File: src/rtl/rlkd_pkg.sv
package rlkd_pkg;

  // Sample and calibration geometry.
  localparam int SAMPLE_BITS = 10;
  localparam int CAL_SAMPLES = 8;
  localparam int MAX_KEYS    = 4;
  localparam int CAL_IDX_W   = $clog2(CAL_SAMPLES);
  localparam int MEM_ADDR_W  = CAL_IDX_W + 1;

  // Derived datapath widths.
  localparam int SPAN_W   = SAMPLE_BITS + 1;
  localparam int GUARD_W  = SAMPLE_BITS + 2;
  localparam int BOUND_W  = SAMPLE_BITS + 3;
  localparam int SUM_W    = SAMPLE_BITS + 2;
  localparam int RATIO_W  = 16;
  localparam int RSUM_W   = RATIO_W + 1;
  localparam int MUL_A_W  = RSUM_W + 1;
  localparam int MUL_B_W  = SPAN_W + 1;
  localparam int PROD_W   = MUL_A_W + MUL_B_W;
  localparam int RATIO_SHIFT = 16;

  // Five percent is taken as a multiply by round(2^16 / 20) and a shift by 16.
  localparam int GUARD_RECIP = 3277;

  // Register indexes of the configuration port.
  localparam logic [1:0] REG_KEY_COUNT     = 2'd0;
  localparam logic [1:0] REG_CONFIRM_COUNT = 2'd1;
  localparam logic [1:0] REG_RATIO_TABLE   = 2'd2;

  // Result codes.
  localparam logic [2:0] CODE_NONE = 3'd0;
  localparam logic [2:0] CODE_LOW  = 3'd1;
  localparam logic [2:0] CODE_HIGH = 3'd2;
  localparam logic [2:0] CODE_KEY0 = 3'd3;

  localparam logic [3:0] CLASS_NONE = 4'd15;
  localparam logic [7:0] REPEAT_MAX = 8'hff;

  typedef struct packed {
    logic                   we;
    logic [MEM_ADDR_W-1:0]  waddr;
    logic [SAMPLE_BITS-1:0] wdata;
    logic [MEM_ADDR_W-1:0]  raddr;
  } mem_req_t;

  typedef struct packed {
    logic signed [MUL_A_W-1:0] a;
    logic signed [MUL_B_W-1:0] b;
  } mul_req_t;

endpackage

File: src/rtl/resistor_ladder_key_decoder_top.sv
// Channel   | Handshake                  | Payload
// ----------+----------------------------+------------------------------------
// sample    | sample_valid, sample_stall | kind, sample, second_sample
// code      | code_valid, code_stall     | key_code, cal_done
// cfg       | cfg_we (no wait)           | cfg_index, cfg_data
//
// A key beat that lands outside a guard goes straight to debounce; otherwise it
// scans the ladder windows in turn, each window costing one pass of the shared
// multiplier. A calibration beat writes its pair and is done, except the one that
// completes a set: it ranks both sets of eight samples through one comparator
// and one memory read port and then derives the guards. Synchronous reset
// restores the register defaults and the calibration state; the sample memory
// is not cleared. The sample channel is stalled while an item is in work; a
// stalled code channel holds the finished beat, and the next sample beat is
// still taken, but its result then waits and stalls the sample channel too.
module resistor_ladder_key_decoder_top (
  input  logic                              clk,
  input  logic                              rst,
  // Configuration port.
  input  logic                              cfg_we,
  input  logic [1:0]                        cfg_index,
  input  logic [63:0]                       cfg_data,
  // Sample channel.
  input  logic                              sample_valid,
  output logic                              sample_stall,
  input  logic                              kind,
  input  logic [rlkd_pkg::SAMPLE_BITS-1:0]  sample,
  input  logic [rlkd_pkg::SAMPLE_BITS-1:0]  second_sample,
  // Code channel.
  output logic                              code_valid,
  input  logic                              code_stall,
  output logic [2:0]                        key_code,
  output logic                              cal_done
);
  import rlkd_pkg::*;

  // Sequencer states.
  localparam logic [3:0] ST_IDLE       = 4'd0;
  localparam logic [3:0] ST_WR_LOW     = 4'd1;
  localparam logic [3:0] ST_SORT_PIVOT = 4'd2;
  localparam logic [3:0] ST_SORT_PWAIT = 4'd3;
  localparam logic [3:0] ST_SORT_CMP   = 4'd4;
  localparam logic [3:0] ST_SORT_ACC   = 4'd5;
  localparam logic [3:0] ST_SORT_END   = 4'd6;
  localparam logic [3:0] ST_GUARD_MUL  = 4'd7;
  localparam logic [3:0] ST_GUARD_ADD  = 4'd8;
  localparam logic [3:0] ST_KEY_CLASS  = 4'd9;
  localparam logic [3:0] ST_KEY_MUL    = 4'd10;
  localparam logic [3:0] ST_KEY_WIN    = 4'd11;
  localparam logic [3:0] ST_KEY_DEB    = 4'd12;
  localparam logic [3:0] ST_RESULT     = 4'd13;

  // Configuration registers.
  logic [2:0]  key_count;
  logic [7:0]  confirm_count;
  logic [63:0] ratio_table;

  // Control and calibration state.
  logic [3:0]                  state;
  logic [CAL_IDX_W-1:0]        cal_index;
  logic [SAMPLE_BITS-1:0]      ref_high_level;
  logic [SAMPLE_BITS-1:0]      ref_low_level;
  logic signed [SPAN_W-1:0]    span;
  logic signed [GUARD_W-1:0]   low_guard;
  logic signed [GUARD_W-1:0]   high_guard;
  logic [3:0]                  last_class;
  logic [7:0]                  repeat_count;

  // Working registers of the sequencer.
  logic [SAMPLE_BITS-1:0]      val;
  logic [SAMPLE_BITS-1:0]      low_hold;
  logic                        set_sel;
  logic [CAL_IDX_W-1:0]        pos_j;
  logic [CAL_IDX_W-1:0]        pos_k;
  logic [CAL_IDX_W-1:0]        rank;
  logic [SAMPLE_BITS-1:0]      pivot;
  logic [SUM_W-1:0]            sum;
  logic [1:0]                  win;
  logic signed [BOUND_W-1:0]   prev_bound;
  logic [2:0]                  cls;
  logic [2:0]                  res_code;
  logic                        res_cal;

  mem_req_t                    mem_req;
  logic [SAMPLE_BITS-1:0]      rd_data;
  mul_req_t                    mul_req;
  logic signed [PROD_W-1:0]    prod;

  rlkd_sample_mem u_mem (
    .clk     (clk),
    .req     (mem_req),
    .rd_data (rd_data)
  );

  rlkd_mul u_mul (
    .clk  (clk),
    .req  (mul_req),
    .prod (prod)
  );

  logic sample_accept;
  assign sample_stall  = (state != ST_IDLE);
  assign sample_accept = sample_valid && !sample_stall;

  // The output slot can take a new beat when it is empty or draining now.
  logic slot_free;
  assign slot_free = !code_valid || !code_stall;

  // Number of ladder keys actually scanned.
  logic [2:0] keys_n;
  assign keys_n = (key_count > 3'(MAX_KEYS)) ? 3'(MAX_KEYS) : key_count;

  // Memory port: writes store a calibration pair, the rail-high sample on
  // acceptance and the rail-low one in ST_WR_LOW; reads walk the set being ranked.
  always_comb begin
    mem_req.we    = 1'b0;
    mem_req.waddr = {1'b0, cal_index};
    mem_req.wdata = sample;
    mem_req.raddr = {set_sel, pos_j};
    case (state)
      ST_IDLE: begin
        mem_req.we = sample_accept && kind;
      end
      ST_WR_LOW: begin
        mem_req.we    = 1'b1;
        mem_req.waddr = {1'b1, cal_index};
        mem_req.wdata = low_hold;
      end
      ST_SORT_PWAIT: begin
        mem_req.raddr = {set_sel, {CAL_IDX_W{1'b0}}};
      end
      ST_SORT_CMP: begin
        mem_req.raddr = {set_sel, pos_k + 1'b1};
      end
      default: begin
      end
    endcase
  end

  // Rank comparator: an element ranks below the pivot when it is smaller, or
  // equal and stored earlier, so every element gets a distinct rank.
  logic below_pivot;
  assign below_pivot = (rd_data < pivot) || ((rd_data == pivot) && (pos_k < pos_j));

  logic [SUM_W-1:0] sum_round;
  assign sum_round = sum + SUM_W'(2);

  // Shared multiplier operands: the guard offset during calibration, a ladder
  // window bound while scanning keys.
  logic [SPAN_W-1:0]  span_abs;
  logic [RSUM_W-1:0]  ratio_sum;
  logic [1:0]         win_up;
  assign span_abs  = span[SPAN_W-1] ? SPAN_W'(-span) : span;
  assign win_up    = win + 2'd1;
  assign ratio_sum = RSUM_W'(ratio_table[RATIO_W*win +: RATIO_W])
                   + RSUM_W'(ratio_table[RATIO_W*win_up +: RATIO_W]);

  always_comb begin
    if (state == ST_GUARD_MUL) begin
      mul_req.a = MUL_A_W'(GUARD_RECIP);
      mul_req.b = $signed({1'b0, span_abs});
    end else begin
      mul_req.a = $signed({1'b0, ratio_sum});
      mul_req.b = MUL_B_W'(span);
    end
  end

  // Guard offset: the magnitude of span / 20, given the sign of span.
  logic [GUARD_W-1:0]        guard_q;
  logic signed [GUARD_W-1:0] guard_d;
  assign guard_q = prod[RATIO_SHIFT +: GUARD_W];
  assign guard_d = span[SPAN_W-1] ? -$signed(guard_q) : $signed(guard_q);

  logic signed [SPAN_W-1:0] span_next;
  logic [SAMPLE_BITS-1:0]   ref_next;
  assign ref_next  = sum_round[SUM_W-1:2];
  assign span_next = $signed({1'b0, ref_high_level}) - $signed({1'b0, ref_next});

  // Window test against the bound just produced (floor of the product / 2^16).
  logic signed [BOUND_W-1:0] cur_bound;
  logic signed [BOUND_W-1:0] val_b;
  logic signed [BOUND_W-1:0] low_guard_b;
  logic signed [BOUND_W-1:0] high_guard_b;
  logic                      win_last;
  logic                      win_hit;
  assign cur_bound    = prod[RATIO_SHIFT +: BOUND_W];
  assign val_b        = $signed({3'b000, val});
  assign low_guard_b  = BOUND_W'(low_guard);
  assign high_guard_b = BOUND_W'(high_guard);
  assign win_last     = ({1'b0, win} == keys_n - 3'd1);

  always_comb begin
    if (win == 2'd0) begin
      win_hit = (val_b > low_guard_b) && (val_b < cur_bound);
    end else if (win_last) begin
      win_hit = (val_b < high_guard_b) && (val_b > prev_bound);
    end else begin
      win_hit = (val_b > prev_bound) && (val_b < cur_bound);
    end
  end

  logic signed [GUARD_W-1:0] val_g;
  assign val_g = $signed({2'b00, val});

  // Debounce: count equal classifications in a row, saturating.
  logic [7:0] repeat_next;
  always_comb begin
    if (last_class == {1'b0, cls}) begin
      repeat_next = (repeat_count < REPEAT_MAX) ? repeat_count + 8'd1 : repeat_count;
    end else begin
      repeat_next = 8'd1;
    end
  end

  // Configuration writes.
  always_ff @(posedge clk) begin
    if (rst) begin
      key_count     <= 3'd4;
      confirm_count <= 8'd3;
      ratio_table   <= '0;
    end else if (cfg_we) begin
      case (cfg_index)
        REG_KEY_COUNT:     key_count     <= cfg_data[2:0];
        REG_CONFIRM_COUNT: confirm_count <= cfg_data[7:0];
        REG_RATIO_TABLE:   ratio_table   <= cfg_data;
        default: begin
        end
      endcase
    end
  end

  // Sequencer and control state.
  always_ff @(posedge clk) begin
    if (rst) begin
      state          <= ST_IDLE;
      cal_index      <= '0;
      ref_high_level <= '0;
      ref_low_level  <= '0;
      span           <= '0;
      low_guard      <= '0;
      high_guard     <= '0;
      last_class     <= CLASS_NONE;
      repeat_count   <= 8'd1;
    end else begin
      case (state)
        ST_IDLE: begin
          if (sample_accept) begin
            val      <= sample;
            low_hold <= second_sample;
            state    <= kind ? ST_WR_LOW : ST_KEY_CLASS;
          end
        end
        ST_WR_LOW: begin
          res_code <= CODE_NONE;
          if (cal_index == CAL_IDX_W'(CAL_SAMPLES - 1)) begin
            set_sel <= 1'b0;
            pos_j   <= '0;
            sum     <= '0;
            state   <= ST_SORT_PIVOT;
          end else begin
            cal_index <= cal_index + 1'b1;
            res_cal   <= 1'b0;
            state     <= ST_RESULT;
          end
        end
        ST_SORT_PIVOT: begin
          state <= ST_SORT_PWAIT;
        end
        ST_SORT_PWAIT: begin
          pivot <= rd_data;
          pos_k <= '0;
          rank  <= '0;
          state <= ST_SORT_CMP;
        end
        ST_SORT_CMP: begin
          rank  <= rank + CAL_IDX_W'(below_pivot);
          pos_k <= pos_k + 1'b1;
          if (pos_k == CAL_IDX_W'(CAL_SAMPLES - 1)) begin
            state <= ST_SORT_ACC;
          end
        end
        ST_SORT_ACC: begin
          // The middle four ranks of eight contribute to the reference.
          if (rank >= CAL_IDX_W'(2) && rank <= CAL_IDX_W'(5)) begin
            sum <= sum + SUM_W'(pivot);
          end
          pos_j <= pos_j + 1'b1;
          state <= (pos_j == CAL_IDX_W'(CAL_SAMPLES - 1)) ? ST_SORT_END : ST_SORT_PIVOT;
        end
        ST_SORT_END: begin
          sum   <= '0;
          pos_j <= '0;
          if (!set_sel) begin
            ref_high_level <= ref_next;
            set_sel        <= 1'b1;
            state          <= ST_SORT_PIVOT;
          end else begin
            ref_low_level <= ref_next;
            span          <= span_next;
            state         <= ST_GUARD_MUL;
          end
        end
        ST_GUARD_MUL: begin
          state <= ST_GUARD_ADD;
        end
        ST_GUARD_ADD: begin
          low_guard  <= $signed({2'b00, ref_low_level}) + guard_d;
          high_guard <= $signed({2'b00, ref_high_level}) - guard_d;
          cal_index  <= '0;
          res_cal    <= 1'b1;
          state      <= ST_RESULT;
        end
        ST_KEY_CLASS: begin
          win        <= 2'd0;
          prev_bound <= '0;
          if (val_g < low_guard) begin
            cls   <= CODE_LOW;
            state <= ST_KEY_DEB;
          end else if (val_g > high_guard) begin
            cls   <= CODE_HIGH;
            state <= ST_KEY_DEB;
          end else if (keys_n == 3'd0) begin
            cls   <= CODE_KEY0;
            state <= ST_KEY_DEB;
          end else begin
            state <= ST_KEY_MUL;
          end
        end
        ST_KEY_MUL: begin
          state <= ST_KEY_WIN;
        end
        ST_KEY_WIN: begin
          if (win_hit) begin
            cls   <= CODE_KEY0 + 3'(win);
            state <= ST_KEY_DEB;
          end else if (win_last) begin
            cls   <= CODE_KEY0 + keys_n;
            state <= ST_KEY_DEB;
          end else begin
            prev_bound <= cur_bound;
            win        <= win + 2'd1;
            state      <= ST_KEY_MUL;
          end
        end
        ST_KEY_DEB: begin
          last_class   <= {1'b0, cls};
          repeat_count <= repeat_next;
          res_code     <= (repeat_next >= confirm_count) ? cls : CODE_NONE;
          res_cal      <= 1'b0;
          state        <= ST_RESULT;
        end
        ST_RESULT: begin
          if (slot_free) begin
            state <= ST_IDLE;
          end
        end
        default: begin
          state <= ST_IDLE;
        end
      endcase
    end
  end

  // Output slot: filled by a finished beat, emptied when the beat is taken.
  always_ff @(posedge clk) begin
    if (rst) begin
      code_valid <= 1'b0;
    end else if (state == ST_RESULT && slot_free) begin
      code_valid <= 1'b1;
    end else if (code_valid && !code_stall) begin
      code_valid <= 1'b0;
    end
  end

  // Output payload registers, loaded as the finished beat enters the slot.
  always_ff @(posedge clk) begin
    if (state == ST_RESULT && slot_free) begin
      key_code <= res_code;
      cal_done <= res_cal;
    end
  end

`ifndef ASSERT_OFF
  // An accepted sample beat always starts work in the sequencer.
  assert property (@(posedge clk) disable iff (rst)
    sample_valid && !sample_stall |=> state != ST_IDLE)
    else $error("accepted beat did not leave idle");

  // A completed calibration never reports a key.
  assert property (@(posedge clk) disable iff (rst)
    code_valid && cal_done |-> key_code == CODE_NONE)
    else $error("calibration beat carries a key code");

  // Ranking only starts once the last slot of the set has been written.
  assert property (@(posedge clk) disable iff (rst)
    state == ST_SORT_PIVOT |-> cal_index == CAL_IDX_W'(CAL_SAMPLES - 1))
    else $error("ranking started on an incomplete set");

  // The debounce counter never wraps to zero.
  assert property (@(posedge clk) disable iff (rst)
    repeat_count != 8'd0)
    else $error("debounce counter wrapped");
`endif

endmodule

File: src/rtl/rlkd_sample_mem.sv
module rlkd_sample_mem (
  input  logic                            clk,
  input  rlkd_pkg::mem_req_t              req,
  output logic [rlkd_pkg::SAMPLE_BITS-1:0] rd_data
);
  import rlkd_pkg::*;

  // Rail-high samples sit in the lower half, rail-low samples in the upper half.
  logic [SAMPLE_BITS-1:0] mem [2*CAL_SAMPLES];

  always_ff @(posedge clk) begin
    if (req.we) begin
      mem[req.waddr] <= req.wdata;
    end
    rd_data <= mem[req.raddr];
  end

endmodule

File: src/rtl/rlkd_mul.sv
module rlkd_mul (
  input  logic                                  clk,
  input  rlkd_pkg::mul_req_t                    req,
  output logic signed [rlkd_pkg::PROD_W-1:0]    prod
);
  import rlkd_pkg::*;

  always_ff @(posedge clk) begin
    prod <= PROD_W'(req.a * req.b);
  end

endmodule
File: config.mk
export PLATFORM = sky130hd
export DESIGN_NAME = resistor_ladder_key_decoder_top
export DESIGN_NICKNAME = d
export VERILOG_FILES = /design/src/rtl/rlkd_pkg.sv /design/src/rtl/resistor_ladder_key_decoder_top.sv /design/src/rtl/rlkd_sample_mem.sv /design/src/rtl/rlkd_mul.sv
export SDC_FILE = /design/constraint.sdc
export NUM_CORES = 1
export LEC_CHECK = 0
export ABC_AREA = 0
export BUFFER_PORTS_ARGS = -buffer_cell sky130_fd_sc_hd__clkbuf_2
export CORE_ASPECT_RATIO = 0.6
export CORE_UTILIZATION = 57
export CTS_CLUSTER_SIZE = 14
export DETAILED_ROUTE_END_ITERATION = 8
export PLACE_DENSITY_LB_ADDON = 0.2
export SYNTH_ARGS = -nofsm -noshare
export SYNTH_HDL_FRONTEND = slang
export SYNTH_SLANG_ARGS = --single-unit
File: constraint.sdc
create_clock -name clk -period 7.93 [get_ports clk]
set_input_delay 0.793 -clock clk [delete_from_list [all_inputs] [get_ports clk]]
set_output_delay 0.793 -clock clk [all_outputs]
set_load 0.03 [all_outputs]
==> flow_summary.toml, run 1 <==
[floorplan]
core_sq_mm = 0.0463
dieArea_sq_mm = 0.0478
num_rows = 61
io_pins = 98
initial_core_util = 0.577
dieWidth_um = 282
die_y_um = 170

[placement]
place_area_sq_mm = 0.0283
place_inst = 3278
portBuffers = 97
hpwlAfterDp_mm = 55.3
gp_congestion = 0.990

[finish]
fin_cells = 3361
final_cell_area_sq_mm = 0.0301
nNetsFinal = 3157
layout-drive-gt1-share = 0.155
diodes = 0
layout_common_cells = "nand2_1 (375), inv_1 (262), edfxtp_1 (238), nor2_1 (207), ha_1 (201)"
nFillCells = 3598
mostFrequentLayoutCell = "nand2_1"
syn_to_final_growth_pct = 12.7

[detailed_routing]
num_vias = 19900
routedWlPerCell_um = 21.5
drt_iter0_drc = 2203
antenna_left = 0
drc = 0
dr.pass1.iters = 5
wirelength_mm = 72.3
viasPerCell = 5.92

[status]
violations = "setup timing"
status = "complete, but fails checks"

[hold_path]
min_path_type = "in2reg"
min_path_cells = 1
holdPathEnd = "low_hold[7]$_DFFE_PP_"
min_from = "second_sample[7]"

[setup_path]
regToRegStartpoint = "win[0]$_SDFFCE_PN0P_"
critPathMaxStageDelay_ns = 0.56
reg2regPathDepth = 30
worstPathRequired_ns = 8.37
worstPathArrival_ns = 8.37
r2r_end = "u_mul.prod[26]$_DFF_P_"
crit_slowest_cell = "mux4_2"
cp_max_fo = 5
start_kind = "register"
rrSetupSlack_ns = -0.005
cp_common_cell = "fa_1"
path_class = "reg2reg"
endpoint_kind = "register"

[synth]
async_reset_ff_frac = 0
seq_area_frac_synth = 0.397
syn-num-nets = 3023
ys_types = 73
synthCells = 2565
synth.avg_cell_area_sq_um = 10.4
yosysWarnings = 0
synth-edff-count = 238
synth-main-ff-cell = "edfxtp_1"
synth_area_sq_mm = 0.0267
ys_seq_elements = 411

[timing]
slew_violations = 0
max_slew_margin = 0.221
tns_ns = -0.00510
setup_viol = 1
skew_ns = 0.0470
tightest_slew_ns = 1.16
timing.hold.ws_ns = 0.391
fmax_mhz = 126
setup_ws_ns = -0.00510
post-route-period-util = 1.00
finalHoldViolCount = 0
min_period_ns = 7.94
rsz0062_at_grt = "yes"

[power]
p_per_area_mw_per_mm2 = 196
power.total_mw = 5.91
p_leak_nw = 12.4
peakVddDrop_mv = 0.202

[grt]
grt_remaining_overflow = 0
track_usage = 0.305
grt_start_max_net_pins = 99
grt_pass1_wl_mm = 110
grt_pass1_vias = 19200
antenna_found_initial = 2

[clocking]
cts-root-buf = "clkbuf_16"
cts.clk_slew.worst_paths_ns = 0.07
clk_latency_ns = 0.58
clockBufferDepth = 3
htreeDepth = 2
cts_num_sinks = 411
cts_buffers = 40
cts_tree = "done"

[job]
maxCapViolCount = 0
per-stage QoR:
stage          worst slack (ns)   util
2_1_floorplan            0.0167      -
3_3_place_gp             -0.261  0.611
3_5_place_dp             -0.449  0.611
4_1_cts                 0.00542  0.644
5_1_grt                  -0.244  0.650
6_report               -0.00510  0.650
how the worst max path moves through the flow:
stage                         startpoint                     end  cells past startpoint
floorplan           win[1]$_SDFFCE_PN0P_  u_mul.prod[28]$_DFF_P_                     32
finish              win[0]$_SDFFCE_PN0P_  u_mul.prod[26]$_DFF_P_                     30
global route        win[0]$_SDFFCE_PN0P_  u_mul.prod[20]$_DFF_P_                     33
detailed placement  win[0]$_SDFFCE_PN0P_  u_mul.prod[28]$_DFF_P_                     30
CTS                 win[1]$_SDFFCE_PN0P_  u_mul.prod[26]$_DFF_P_                     32
global placement    win[0]$_SDFFCE_PN0P_  u_mul.prod[28]$_DFF_P_                     31
critical path: cells and delay by family, from the launching register on:
kind	cells	cell delay, ns
buffers and inverters	7	0.64
DFF	1	0.37
xor gates and xnor gates	2	0.25
adders and majority gates	8	3.51
muxes	1	0.56
AOI/OAI and AO/OA	6	1.43
and+or+nand+nor	6	1.01
repair_timing:
action                     CTS  global route
pin swaps                   11            44
hold buffers                 0             0
resized for setup           28            52
setup endpoints to repair   10            11
buffers inserted             4             5
gates cloned                 0             0
kinds of logic after synthesis:
logic type | synth area share
adder cells (fa/ha/maj) | 0.214
buffers and inverters | 0.0534
AO/OA/AOI/OAI | 0.0841
flip-flops | 0.397
AND/OR/NAND/NOR | 0.142
multiplexers | 0.0774
XOR/XNOR | 0.0318
final cells by class:
class                           instances  area (sq um)  area share
Inverter                              269          1010      0.0335
Sequential cell                       411         10600       0.352
Multi-Input combinational cell       1782         15100       0.501
Clock buffer                           58          1110      0.0368
Clock inverter                         16           260     0.00864
Timing Repair Buffer                  195          1260      0.0418
Tap cell                              630           788      0.0262
power breakdown:
| group | switching (mW) | internal [mW] |
|---|---|---|
| Combinational | 0.844 | 0.473 |
| Sequential | 0.0918 | 2.53 |
| Clock | 0.854 | 1.13 |
| Total | 1.79 | 4.12 |
sequential cells by signal, indices dropped and copies added (netlist names), 10 cells and up:
name	count
high_guard	12
low_guard	12
low_hold	10
pivot	10
prev_bound	13
ratio_table	64
ref_high_level	10
ref_low_level	10
span	11
sum	12
u_mem.mem	160
u_mem.rd_data	10
u_mul.prod	13
val	10
layer usage:
layer  up-vias  global-route usage  wire length, um  part of all wire
met3        73               0.121            10300              0.14
li1       9100                   -                -                 -
met1      9694               0.483            33300              0.46
met4         2              0.0508              839             0.012
met2      1023               0.388            27900              0.39
met5         -                   0               11           0.00015
synth_stat cells, drive strengths merged (17+ instances only):
| cell type | count | area share |
|---|---|---|
| xnor2 | 64 | 0.021 |
| a21o | 22 | 0.0062 |
| clkbuf | 75 | 0.011 |
| buf | 28 | 0.0051 |
| a211oi | 41 | 0.012 |
| inv | 268 | 0.038 |
| edfxtp | 238 | 0.27 |
| xor2 | 33 | 0.011 |
| ha | 212 | 0.099 |
| nor2 | 210 | 0.030 |
| or2 | 17 | 0.0040 |
| nor2b | 26 | 0.0061 |
| o21ai | 57 | 0.011 |
| nor3 | 35 | 0.0065 |
| a21oi | 162 | 0.030 |
| and3 | 45 | 0.011 |
| and2 | 37 | 0.0094 |
| nand2 | 376 | 0.053 |
| dfxtp | 173 | 0.13 |
| nand3 | 43 | 0.0080 |
| fa | 154 | 0.12 |
| mux4 | 82 | 0.069 |
| mux2i | 20 | 0.0075 |
No activity file was read; power rests on OpenSTA's default activity.
==> run 2: changes to the inputs <==
--- a/config.mk
+++ b/config.mk
@@ -7,7 +7,8 @@
 export LEC_CHECK = 0
 export ABC_AREA = 0
 export BUFFER_PORTS_ARGS = -buffer_cell sky130_fd_sc_hd__clkbuf_2
-export CORE_ASPECT_RATIO = 0.6
+export CORE_ASPECT_RATIO = 1.25
+export CORE_MARGIN = 4
 export CORE_UTILIZATION = 57
 export CTS_CLUSTER_SIZE = 14
 export DETAILED_ROUTE_END_ITERATION = 8
==> run 2 against run 1 <==
  * The flow now finishes without violations
  * Largest cell class unchanged
  * Critical path depth is 1 higher
  * Power down 1.3%
  * Core utilization rose by 0.35 points
  * Flip-flop and latch count unchanged
  * First-iteration DRC count shrank 46%
  * Largest power group unchanged
  * Worst hold slack better by 0.013 ns
  * Combinational power decreased by 7%
  * Highest routed layer is now met4
==> flow_summary.toml, run 2 (synthesized netlist as in run 1, its figures left out) <==
[finish]
regMostFlops = "u_mem.mem"
nNetsFinal = 3164
syn_to_final_growth_pct = 13.1
mostFrequentLayoutCell = "nand2_1"
layout-drive-gt1-share = 0.164
reg.largest.list = "u_mem.mem x160, ratio_table x64"
fin_cells = 3325
largest_reg_flops = 160
layout_common_cells = "nand2_1 (375), inv_1 (255), edfxtp_1 (238), nor2_1 (202), ha_1 (196)"
diodes = 0

[floorplan]
die_y_um = 250
initial_core_util = 0.578
num_rows = 88
io_pins = 98
dieArea_sq_mm = 0.0505
core_sq_mm = 0.0462
dieWidth_um = 202

[timing]
min_period_ns = 7.87
skew_ns = 0.0142
rsz0062_at_grt = "yes"
max_slew_margin = 0.206
slew_violations = 0
tns_ns = 0
fmax_mhz = 127
tightest_slew_ns = 1.18
post-route-period-util = 0.992
finalHoldViolCount = 0
setup_viol = 0

[detailed_routing]
met3_length_mm = 2.90
num_vias = 19500
viasPerCell = 5.87
drt_iter0_drc = 1184
wl_met1_mm = 24.3
drc = 0
wirelength_mm = 67.3
dr.max_layer_used = "met4"
wl_met2_mm = 36.4
antenna_left = 0
routedWlPerCell_um = 20.2
dr.pass1.iters = 7

[clocking]
cts.clk_slew.worst_paths_ns = 0.06
cts_num_sinks = 411
htreeDepth = 2
cts_tree = "done"
cts_buffers = 42
clockBufferDepth = 3
cts-root-buf = "clkbuf_16"
clk_latency_ns = 0.57

[setup_path]
reg2regPathDepth = 31
cp.buffers_inverters = 8
worstPathArrival_ns = 8.30
start_kind = "register"
crit_slowest_cell = "mux4_2"
worstPathRequired_ns = 8.37
cp-startpoint = "win[0]$_SDFFCE_PN0P_"
regToRegStartpoint = "win[0]$_SDFFCE_PN0P_"
cp_common_cell = "fa_1"
critPathMaxStageDelay_ns = 0.57
path_class = "reg2reg"
cp_top_family = "adder cells"
endpoint_kind = "register"
path_depth = 31
cp_max_fo = 6

[power]
peakVddDrop_mv = 0.294
p_per_area_mw_per_mm2 = 193
p_leak_nw = 12.4

[grt]
track_usage = 0.265
grt_start_max_net_pins = 97
grt_pass1_wl_mm = 107
antenna_found_initial = 0
grt_remaining_overflow = 0
grt_pass1_vias = 20400

[hold_path]
min_path_cells = 1
min_path_type = "in2reg"
min_from = "second_sample[8]"

[placement]
portBuffers = 97
hpwlAfterDp_mm = 51.3
gp_congestion = 0.944
place_inst = 3234

[job]
maxCapViolCount = 0

[status]
status = "completed"
run 2: changes by cell type in the layout (fill, tap and decap cells not counted), sizes merged:
cell | before | now
clkbuf | 154 | 155
bufinv | 4 | 3
inv | 270 | 272
buf | 99 | 104
clkinvlp | 0 | 2
run 2: layout make-up:
class | instances | area (sq um)
clock inverters | 19 | 196
fillers | 3523 | 16000
flip-flops and latches | 411 | 10600
well taps | 585 | 732
repair buffers | 200 | 1310
clock buffers | 59 | 1210
multi-input cells | 1782 | 15200
inverters | 269 | 1010
run 2: report_power, final:
part / switching, mW / internal (mW)
Clock: 0.827 / 1.17
Sequential: 0.0855 / 2.53
Combinational: 0.764 / 0.466
Total: 1.68 / 4.16
run 2: through the flow:
stage | setup WS (ns) | area, sq um | total power, mW | util | hold slack, ns
3_3_place_gp | -0.117 | 28300 | 3.82 | 0.611 | 0.417
4_1_cts | 0.0282 | 29800 | 5.85 | 0.644 | 0.382
2_1_floorplan | 0.0167 | 26800 | 3.46 | - | 0.400
5_1_grt | -0.194 | 30200 | 6.09 | 0.654 | 0.388
3_5_place_dp | -0.262 | 28300 | 3.86 | 0.611 | 0.408
6_report | 0.0645 | 30200 | 5.84 | 0.654 | 0.404
run 2: what timing repair did:
item / 4_1_cts / 5_1_grt
gates resized for setup: 10 / 91
pin swaps: 7 / 77
endpoints found under the hold margin: 0 / 0
setup buffers: 3 / 12
endpoints found under the setup margin: 10 / 12
hold buffers: 0 / 0
run 2: worst register-to-register path: cells and delay by family, from the launching register on:
family | cells | cell delay [ns]
AO/OA/AOI/OAI | 7 | 1.50
XOR/XNOR | 2 | 0.29
adder cells (fa/ha/maj) | 8 | 3.32
buffers and inverters | 8 | 0.74
flip-flops | 1 | 0.37
multiplexers | 1 | 0.57
AND/OR/NAND/NOR | 5 | 0.95
run 2: path summary, 6_finish.rpt:
kind,end,slack (ns)
max,u_mul.prod[22]$_DFF_P_,0.06
max reg2reg,u_mul.prod[22]$_DFF_P_,0.06
min,low_hold[8]$_DFFE_PP_,0.40
min reg2reg,key_code[0]$_DFFE_PP_,0.42
run 2: layer usage:
metal | vias to the layer above | global-route usage
met5 | - | 0
met4 | 0 | 0.130
met3 | 227 | 0.0326
met2 | 606 | 0.493
met1 | 9581 | 0.301
li1 | 9109 | -
